### src/hdl/pmct_pkg.sv
`default_nettype none
// ----------------------------------------------------------------------------
// pmct_pkg
// Shared types and constants for the PS/2 mouse cursor tracker.
// ----------------------------------------------------------------------------
package pmct_pkg;

    typedef enum logic [1:0] {
        MODE_SELFTEST = 2'd0,
        MODE_WAIT_ACK = 2'd1,
        MODE_REPORT   = 2'd2
    } mode_t;

    localparam logic [7:0] BYTE_SELFTEST_OK = 8'hAA;
    localparam logic [7:0] BYTE_ZERO        = 8'h00;
    localparam logic [7:0] BYTE_ACK         = 8'hFA;
    localparam logic [7:0] CMD_ENABLE_REP   = 8'hF4;

    localparam int unsigned STAT_LEFT_BIT = 0;
    localparam int unsigned STAT_XSGN_BIT = 4;
    localparam int unsigned STAT_YSGN_BIT = 5;

    localparam logic [1:0] PKT_LAST = 2'd2;

    localparam int unsigned CFG_IDX_W  = 2;
    localparam int unsigned CFG_DATA_W = 9;
    localparam logic [CFG_IDX_W-1:0] CFG_X_MIN = 2'd0;
    localparam logic [CFG_IDX_W-1:0] CFG_X_MAX = 2'd1;
    localparam logic [CFG_IDX_W-1:0] CFG_Y_MIN = 2'd2;
    localparam logic [CFG_IDX_W-1:0] CFG_Y_MAX = 2'd3;

    localparam logic [8:0] X_MIN_RST = 9'd16;
    localparam logic [8:0] X_MAX_RST = 9'd293;
    localparam logic [7:0] Y_MIN_RST = 8'd25;
    localparam logic [7:0] Y_MAX_RST = 8'd222;

    localparam int unsigned DELTA_W = 10;

    typedef struct packed {
        logic                      send;
        logic                      update;
        mode_t                     mode;
        logic                      button;
        logic signed [DELTA_W-1:0] step_x;
        logic signed [DELTA_W-1:0] step_y;
    } entry_t;

endpackage
`default_nettype wire

### src/hdl/pmct_front.sv
`default_nettype none
// ----------------------------------------------------------------------------
// pmct_front
// Byte window, link mode and packet counter; scales deltas into queue entries.
// ----------------------------------------------------------------------------
module pmct_front #(
    parameter int unsigned SENS_DIV = 5
) (
    input  wire logic             aclk,
    input  wire logic             aresetn,
    input  wire logic             in_fire,
    input  wire logic [7:0]       in_byte,
    output pmct_pkg::entry_t      entry
);

    localparam int unsigned DIV_SHIFT = 16;
    localparam int unsigned MUL_W     = DIV_SHIFT + 1;
    localparam int unsigned PROD_W    = MUL_W + pmct_pkg::DELTA_W;
    localparam logic [MUL_W-1:0] DIV_MUL = MUL_W'((1 << DIV_SHIFT) / SENS_DIV + 1);
    localparam logic [pmct_pkg::DELTA_W-1:0] DIV_BIAS = pmct_pkg::DELTA_W'(SENS_DIV - 1);

    pmct_pkg::mode_t mode_reg, mode_next;
    logic [7:0]      win1_reg, win1_next;
    logic [7:0]      win2_reg, win2_next;
    logic [1:0]      cnt_reg, cnt_next;
    logic            send_c;
    logic            update_c;

    logic signed [pmct_pkg::DELTA_W-1:0] dx_c;
    logic signed [pmct_pkg::DELTA_W-1:0] ndy_c;

    function automatic logic signed [pmct_pkg::DELTA_W-1:0] floor_scale(
        input logic signed [pmct_pkg::DELTA_W-1:0] v
    );
        logic [pmct_pkg::DELTA_W-1:0] mag;
        logic [PROD_W-1:0]            prod;
        logic [pmct_pkg::DELTA_W-1:0] q;
        mag  = v[pmct_pkg::DELTA_W-1] ? (-v + DIV_BIAS) : v;
        prod = PROD_W'(mag) * PROD_W'(DIV_MUL);
        q    = prod[DIV_SHIFT +: pmct_pkg::DELTA_W];
        return v[pmct_pkg::DELTA_W-1] ? -q : q;
    endfunction

    always_comb begin
        mode_next = mode_reg;
        win1_next = win2_reg;
        win2_next = in_byte;
        cnt_next  = cnt_reg;
        send_c    = 1'b0;
        update_c  = 1'b0;
        if (mode_reg == pmct_pkg::MODE_REPORT) begin
            if (cnt_reg == pmct_pkg::PKT_LAST) begin
                cnt_next = 2'd0;
                update_c = 1'b1;
            end else begin
                cnt_next = cnt_reg + 2'd1;
            end
        end else begin
            if (win2_reg == pmct_pkg::BYTE_SELFTEST_OK && in_byte == pmct_pkg::BYTE_ZERO) begin
                mode_next = pmct_pkg::MODE_WAIT_ACK;
                send_c    = 1'b1;
            end
            if ((mode_reg == pmct_pkg::MODE_WAIT_ACK || send_c)
                    && in_byte == pmct_pkg::BYTE_ACK) begin
                mode_next = pmct_pkg::MODE_REPORT;
            end
        end
    end

    always_comb begin
        dx_c  = $signed({{2{win1_reg[pmct_pkg::STAT_XSGN_BIT]}}, win2_reg});
        ndy_c = -$signed({{2{win1_reg[pmct_pkg::STAT_YSGN_BIT]}}, in_byte});
        entry.send   = send_c;
        entry.update = update_c;
        entry.mode   = mode_next;
        entry.button = win1_reg[pmct_pkg::STAT_LEFT_BIT];
        entry.step_x = floor_scale(dx_c);
        entry.step_y = floor_scale(ndy_c);
    end

    always_ff @(posedge aclk) begin
        if (!aresetn) begin
            mode_reg <= pmct_pkg::MODE_SELFTEST;
            win1_reg <= 8'd0;
            win2_reg <= 8'd0;
            cnt_reg  <= 2'd0;
        end else if (in_fire) begin
            mode_reg <= mode_next;
            win1_reg <= win1_next;
            win2_reg <= win2_next;
            cnt_reg  <= cnt_next;
        end
    end

endmodule
`default_nettype wire

### src/hdl/pmct_queue.sv
`default_nettype none
// ----------------------------------------------------------------------------
// pmct_queue
// Two-entry queue between the byte front and the cursor back.
// ----------------------------------------------------------------------------
module pmct_queue (
    input  wire logic             aclk,
    input  wire logic             aresetn,
    input  wire logic             push,
    input  pmct_pkg::entry_t      push_entry,
    output logic                  full,
    input  wire logic             pop,
    output logic                  head_valid,
    output pmct_pkg::entry_t      head_entry
);

    pmct_pkg::entry_t slot_reg [2];
    logic             wr_ptr_reg, wr_ptr_next;
    logic             rd_ptr_reg, rd_ptr_next;
    logic [1:0]       count_reg, count_next;

    always_comb begin
        full        = (count_reg == 2'd2);
        head_valid  = (count_reg != 2'd0);
        head_entry  = slot_reg[rd_ptr_reg];
        wr_ptr_next = wr_ptr_reg ^ push;
        rd_ptr_next = rd_ptr_reg ^ pop;
        count_next  = count_reg + {1'b0, push} - {1'b0, pop};
    end

    always_ff @(posedge aclk) begin
        if (push) begin
            slot_reg[wr_ptr_reg] <= push_entry;
        end
    end

    always_ff @(posedge aclk) begin
        if (!aresetn) begin
            wr_ptr_reg <= 1'b0;
            rd_ptr_reg <= 1'b0;
            count_reg  <= 2'd0;
        end else begin
            wr_ptr_reg <= wr_ptr_next;
            rd_ptr_reg <= rd_ptr_next;
            count_reg  <= count_next;
        end
    end

endmodule
`default_nettype wire

### src/hdl/pmct_back.sv
`default_nettype none
// ----------------------------------------------------------------------------
// pmct_back
// Box registers, cursor position and clamping, and the output register.
// ----------------------------------------------------------------------------
module pmct_back (
    input  wire logic                               aclk,
    input  wire logic                               aresetn,
    input  wire logic                               cfg_we,
    input  wire logic [pmct_pkg::CFG_IDX_W-1:0]     cfg_index,
    input  wire logic [pmct_pkg::CFG_DATA_W-1:0]    cfg_wdata,
    input  wire logic                               head_valid,
    input  pmct_pkg::entry_t                        head_entry,
    output logic                                    pop,
    output logic                                    out_valid,
    input  wire logic                               out_ready,
    output logic                                    out_send,
    output logic [7:0]                              out_send_byte,
    output logic                                    out_update,
    output logic [8:0]                              out_x,
    output logic [7:0]                              out_y,
    output logic                                    out_button,
    output pmct_pkg::mode_t                         out_mode
);

    logic [8:0] x_min_reg, x_max_reg;
    logic [7:0] y_min_reg, y_max_reg;
    logic [8:0] pos_x_reg, pos_x_next;
    logic [7:0] pos_y_reg, pos_y_next;
    logic       btn_reg, btn_next;
    logic       valid_reg;

    logic            send_reg, update_reg;
    pmct_pkg::mode_t mode_reg;

    logic signed [10:0] nx, ny, cx, cy;

    always_comb begin
        pop = head_valid && (!valid_reg || out_ready);
        nx  = $signed({2'b00, pos_x_reg}) + 11'(head_entry.step_x);
        ny  = $signed({3'b000, pos_y_reg}) + 11'(head_entry.step_y);
        cx  = (nx > $signed({2'b00, x_max_reg})) ? $signed({2'b00, x_max_reg}) : nx;
        cx  = (cx < $signed({2'b00, x_min_reg})) ? $signed({2'b00, x_min_reg}) : cx;
        cy  = (ny > $signed({3'b000, y_max_reg})) ? $signed({3'b000, y_max_reg}) : ny;
        cy  = (cy < $signed({3'b000, y_min_reg})) ? $signed({3'b000, y_min_reg}) : cy;
        pos_x_next = pos_x_reg;
        pos_y_next = pos_y_reg;
        btn_next   = btn_reg;
        if (head_entry.update) begin
            pos_x_next = cx[8:0];
            pos_y_next = cy[7:0];
            btn_next   = head_entry.button;
        end
    end

    always_ff @(posedge aclk) begin
        if (!aresetn) begin
            x_min_reg <= pmct_pkg::X_MIN_RST;
            x_max_reg <= pmct_pkg::X_MAX_RST;
            y_min_reg <= pmct_pkg::Y_MIN_RST;
            y_max_reg <= pmct_pkg::Y_MAX_RST;
        end else if (cfg_we) begin
            case (cfg_index)
                pmct_pkg::CFG_X_MIN: x_min_reg <= cfg_wdata;
                pmct_pkg::CFG_X_MAX: x_max_reg <= cfg_wdata;
                pmct_pkg::CFG_Y_MIN: y_min_reg <= cfg_wdata[7:0];
                pmct_pkg::CFG_Y_MAX: y_max_reg <= cfg_wdata[7:0];
                default: ;
            endcase
        end
    end

    always_ff @(posedge aclk) begin
        if (!aresetn) begin
            pos_x_reg <= pmct_pkg::X_MIN_RST;
            pos_y_reg <= pmct_pkg::Y_MIN_RST;
            btn_reg   <= 1'b0;
            valid_reg <= 1'b0;
        end else begin
            if (pop) begin
                pos_x_reg <= pos_x_next;
                pos_y_reg <= pos_y_next;
                btn_reg   <= btn_next;
                valid_reg <= 1'b1;
            end else if (out_ready) begin
                valid_reg <= 1'b0;
            end
        end
    end

    always_ff @(posedge aclk) begin
        if (pop) begin
            send_reg   <= head_entry.send;
            update_reg <= head_entry.update;
            mode_reg   <= head_entry.mode;
        end
    end

    always_comb begin
        out_valid     = valid_reg;
        out_send      = send_reg;
        out_send_byte = send_reg ? pmct_pkg::CMD_ENABLE_REP : 8'd0;
        out_update    = update_reg;
        out_x         = pos_x_reg;
        out_y         = pos_y_reg;
        out_button    = btn_reg;
        out_mode      = mode_reg;
    end

endmodule
`default_nettype wire

### src/hdl/ps2_mouse_cursor_tracker_top.sv
`default_nettype none
// ----------------------------------------------------------------------------
// ps2_mouse_cursor_tracker_top
// Path: an accepted byte is registered as an entry in the queue slot (front into
// the queue), then as its result word in the output register (back). Throughput:
// one byte per cycle while m_tready holds; a stalled output fills the two-entry queue.
// Reset (aresetn low, synchronous): link mode waits for self-test, cursor at
// (16, 25), box registers at their defaults, queue and output emptied.
// ----------------------------------------------------------------------------
module ps2_mouse_cursor_tracker_top #(
    parameter int unsigned SENS_DIV = 5
) (
    input  wire logic                            aclk,
    input  wire logic                            aresetn,
    input  wire logic                            cfg_we,
    input  wire logic [pmct_pkg::CFG_IDX_W-1:0]  cfg_index,
    input  wire logic [pmct_pkg::CFG_DATA_W-1:0] cfg_wdata,
    input  wire logic                            s_tvalid,
    output logic                                 s_tready,
    input  wire logic [7:0]                      s_tdata,  // rx_byte[7:0]
    output logic                                 m_tvalid,
    input  wire logic                            m_tready,
    // send_byte[7:0], cursor_x[16:8], cursor_y[24:17], left_button[25],
    // link_mode[27:26], zero[31:28]
    output logic [31:0]                          m_tdata,
    output logic [1:0]                           m_tuser   // send_valid[0], update_valid[1]
);

    pmct_pkg::entry_t push_entry, head_entry;
    pmct_pkg::mode_t  out_mode;
    logic             full, head_valid, pop, in_fire;
    logic             out_send, out_update, out_button;
    logic [7:0]       out_send_byte, out_y;
    logic [8:0]       out_x;

    assign s_tready = !full;
    assign in_fire  = s_tvalid && !full;

    pmct_front #(
        .SENS_DIV (SENS_DIV)
    ) u_front (
        .aclk    (aclk),
        .aresetn (aresetn),
        .in_fire (in_fire),
        .in_byte (s_tdata),
        .entry   (push_entry)
    );

    pmct_queue u_queue (
        .aclk       (aclk),
        .aresetn    (aresetn),
        .push       (in_fire),
        .push_entry (push_entry),
        .full       (full),
        .pop        (pop),
        .head_valid (head_valid),
        .head_entry (head_entry)
    );

    pmct_back u_back (
        .aclk          (aclk),
        .aresetn       (aresetn),
        .cfg_we        (cfg_we),
        .cfg_index     (cfg_index),
        .cfg_wdata     (cfg_wdata),
        .head_valid    (head_valid),
        .head_entry    (head_entry),
        .pop           (pop),
        .out_valid     (m_tvalid),
        .out_ready     (m_tready),
        .out_send      (out_send),
        .out_send_byte (out_send_byte),
        .out_update    (out_update),
        .out_x         (out_x),
        .out_y         (out_y),
        .out_button    (out_button),
        .out_mode      (out_mode)
    );

    assign m_tdata = {4'd0, out_mode, out_button, out_y, out_x, out_send_byte};
    assign m_tuser = {out_update, out_send};

endmodule
`default_nettype wire
### config.mk
export PLATFORM = sky130hd
export DESIGN_NAME = ps2_mouse_cursor_tracker_top
export DESIGN_NICKNAME = d
export VERILOG_FILES = /design/src/hdl/pmct_pkg.sv /design/src/hdl/pmct_front.sv /design/src/hdl/pmct_queue.sv /design/src/hdl/pmct_back.sv /design/src/hdl/ps2_mouse_cursor_tracker_top.sv
export SDC_FILE = /design/constraint.sdc
export NUM_CORES = 1
export LEC_CHECK = 0
export BUFFER_PORTS_ARGS = -buffer_cell sky130_fd_sc_hd__buf_4
export CELL_PAD_IN_SITES_DETAIL_PLACEMENT = 1
export CELL_PAD_IN_SITES_GLOBAL_PLACEMENT = 2
export CORE_MARGIN = 1
export CORE_UTILIZATION = 43
export CTS_CLUSTER_SIZE = 25
export DETAILED_ROUTE_END_ITERATION = 6
export HOLD_SLACK_MARGIN = 0.08
export PLACE_DENSITY = 0.92
export SLEW_MARGIN = 0
export SYNTH_ARGS = -nofsm -noshare
export SYNTH_HDL_FRONTEND = slang
export SYNTH_SLANG_ARGS = --single-unit
### constraint.sdc
create_clock -name aclk -period 10.9 [get_ports aclk]
set_input_delay 0 -clock aclk [delete_from_list [all_inputs] [get_ports aclk]]
set_output_delay 0 -clock aclk [all_outputs]
set_load 0.03 [all_outputs]
==> flow_summary.json <==
{
  "outcome": "finished, final reports clean",
  "grt_pass1_wl_um": 46400,
  "finalSetupViolCount": 0,
  "io-pin-count": 60,
  "nets": 1539,
  "yosysSeqAreaShare": 0.271,
  "wl_per_cell_um": 17.4,
  "synth_ff_type": "dfxtp_1",
  "drive_gt1_frac": 0.102,
  "power_mw": 4.41,
  "fin_crit_ns": 8.04,
  "synth_edf_count": 54,
  "antenna_found_initial": 0,
  "tightest_slew_ns": 1.14,
  "hold-worst-slack_ns": 0.0956,
  "drc_errors": 0,
  "critPathKind": "flop to flop",
  "end_kind": "flop",
  "p_comb_frac": 0.703,
  "drt_first_pass_iters": 5,
  "grt_max_degree": 51,
  "ys_async_sr_fraction": 0,
  "final_util": 0.490,
  "power_density_mw_per_mm2": 346,
  "vias": 8799,
  "path_delay_family": "adder cells",
  "rr_worst_depth": 26,
  "die_w_um": 165,
  "p_clk_frac": 0.117,
  "hpwlAfterDp_um": 22400,
  "dieArea_mm2": 0.0271,
  "p_switching_mw": 2.11,
  "worstReg2RegEnd": "u_queue.slot_reg[1][16]$_DFFE_PP_",
  "antenna_left": 0,
  "wl_met1_um": 12900,
  "detailedRoute.firstIterationViolations": 366,
  "synth_warnings": 0,
  "synth-seq-cells": 127,
  "wirelength_um": 28400,
  "synth_area_mm2": 0.0114,
  "cp.required_ns": 11.05,
  "crit_fanout": 9,
  "crit_buf_inv": 3,
  "die_h_um": 165,
  "insertion_delay_ns": 0.42,
  "worst_clock_skew_ns": 0.0104,
  "fillers": 3014,
  "htreeDepth": 4,
  "yosysTopAreaCellShare": 0.194,
  "grt_pass1_vias": 9348,
  "synth_largest_area_cell": "ha_1",
  "cap_violations": 0,
  "clockBufferDepth": 2,
  "min_to": "u_back.out_valid$_SDFFE_PN0P_",
  "gr-total-overflow": 0,
  "area_delta_synth_final_pct": 11.9,
  "vias_per_cell": 5.39,
  "clk_pin_slew_ns": 0.06,
  "final_common_cell": "ha_1",
  "tritoncts": "yes",
  "core_area_mm2": 0.0260,
  "ys_top_cells_by_area": "ha_1 (19%), edfxtp_1 (14%), dfxtp_1 (13%)",
  "vdd_drop_max_mv": 0.203,
  "initial_core_util": 0.438,
  "cp_slowest_cell": "dfxtp_1",
  "crit-reg2reg-launch": "u_front.win1_next[0]$_SDFFE_PN0P_",
  "max_freq_mhz": 124,
  "holdPathStages": 4,
  "place.gp.congestion": 0.840,
  "r2r_setup_slack_ns": 2.86,
  "cts_sinks": 127,
  "cp.arrival_ns": 8.20,
  "top_layer_used": "met4",
  "route.met3.wl_um": 688,
  "cpPeakStageDelay_ns": 0.61,
  "hp-start": "m_tready",
  "layout_common_cells": "ha_1 (176), inv_1 (162), nand2_1 (118)",
  "io_buffers": 52,
  "min_path_type": "primary input to flop",
  "maxSlewViolCount": 0,
  "timing.final.crit_share": 0.738,
  "start_kind": "flop",
  "diodes": 0,
  "grt_usage": 0.219,
  "cts_buffers": 17,
  "ctsResizeCount": 0,
  "leakagePower_nw": 5.85,
  "num_rows": 59,
  "syn_area_per_cell_um2": 9.26,
  "cts-root-buf": "clkbuf_16",
  "power.internal_mw": 2.29,
  "switching_share": 0.480,
  "largest_reg_flops": 50,
  "wl_met2_um": 14300,
  "synth_cells": 1229,
  "slew_headroom": 0.235,
  "hold_viol": 0,
  "power_frac_seq": 0.180,
  "rsz0062_at_grt": "false",
  "setup-tns-final_ns": 0,
  "synth.distinct_cells": 78
}
==> cells in the mapped netlist (all sizes together), types with 8 or more instances <==
master / count
o21ai: 30
inv: 163
nand3: 32
dfxtp: 73
a21o: 15
xnor2: 41
nor3: 17
buf: 20
clkbuf: 33
fa: 54
a211oi: 9
mux2i: 20
and2: 8
or2: 8
and3: 8
nand4: 15
nor2b: 11
mux2: 31
a21oi: 82
xor2: 25
nor2: 70
ha: 176
nand2: 118
edfxtp: 54
o211ai: 23
==> layout make-up <==
type | instances | area, µm² | share of cell area
sequential | 127 | 3080 | 0.242
tap | 335 | 419 | 0.0329
clock inverter | 8 | 68.8 | 0.00540
multi-input combinational | 896 | 7440 | 0.585
clock buffer | 24 | 452 | 0.0355
inverter | 164 | 616 | 0.0483
timing repair buffer | 79 | 653 | 0.0513
==> layer usage <==
metal  track usage  vias to the layer above
li1              -                     4332
met4        0.0634                        0
met2         0.391                      122
met1         0.272                     4305
met5             0                        -
met3        0.0319                       40
==> repair_timing <==
action | 4_1_cts | 5_1_grt
hold buffers | 24 | 0
hold endpoints to repair | 45 | 0
buffers inserted | 0 | 0
==> power groups by stage <==
stage | registers, mW | logic (mW) | clock network [mW]
2_1_floorplan | 0.815 | 2.29 | 0
3_3_place_gp | 0.794 | 2.94 | 0
3_5_place_dp | 0.801 | 3.09 | 0
4_1_cts | 0.793 | 3.13 | 0.525
5_1_grt | 0.802 | 3.51 | 0.545
6_report | 0.792 | 3.10 | 0.517
==> through the flow <==
step / setup WS (ns) / cell area (µm²) / cells
6_report: 2.86 / 12700 / 1633
5_1_grt: 2.32 / 12700 / 1633
4_1_cts: 2.79 / 12700 / 1633
3_5_place_dp: 3.02 / 12000 / 1577
3_3_place_gp: 3.41 / 12000 / 1577
2_1_floorplan: 4.00 / 11400 / 1240
==> worst max path at each step <==
stage / from / endpoint / slack (ns) / cells after the start
after floorplan: u_front.win1_next[0]$_SDFFE_PN0P_ / u_queue.slot_reg[0][16]$_DFFE_PP_ / 4.00 / 26
after global placement: u_front.win1_next[0]$_SDFFE_PN0P_ / u_queue.slot_reg[0][16]$_DFFE_PP_ / 3.41 / 26
after detailed placement: u_front.win1_next[0]$_SDFFE_PN0P_ / u_queue.slot_reg[1][16]$_DFFE_PP_ / 3.02 / 26
after CTS: u_front.win1_next[0]$_SDFFE_PN0P_ / u_queue.slot_reg[1][16]$_DFFE_PP_ / 2.79 / 26
after global routing: u_front.win1_next[0]$_SDFFE_PN0P_ / u_queue.slot_reg[1][16]$_DFFE_PP_ / 2.32 / 26
final: u_front.win1_next[0]$_SDFFE_PN0P_ / u_queue.slot_reg[1][16]$_DFFE_PP_ / 2.86 / 26
==> cell families (layout without fill, tap and decap cells) <==
family / Yosys count / after routing / synth area share
and+or+nand+nor: 315 / 315 / 0.132
adders and majority gates: 230 / 230 / 0.289
AOI/OAI and AO/OA: 221 / 221 / 0.129
buffers and inverters: 217 / 275 / 0.0788
DFF: 127 / 127 / 0.271
xor gates and xnor gates: 66 / 66 / 0.0508
muxes: 51 / 51 / 0.0489
other: 2 / 13 / 0.000660
==> worst register-to-register path, cell delays in order (launching register included) <==
cell and delay, ns:
dfxtp_1 0.61, inv_1 0.20, ha_1 0.26, nor2b_1 0.20, o21ai_0 0.16, xnor2_1 0.52
ha_1 0.37, fa_1 0.59, fa_1 0.48, fa_1 0.55, inv_1 0.05, fa_1 0.50
inv_1 0.05, ha_1 0.21, a2111o_1 0.31, or4_4 0.58, and3_1 0.22, nor2_1 0.13
xor2_1 0.21, ha_1 0.23, nor4b_1 0.32, nand3_1 0.17, nand3_1 0.14, and3_1 0.23
mux2i_1 0.22, nand3_1 0.11, xor2_1 0.17
No activity file was read; power rests on OpenSTA's default activity.
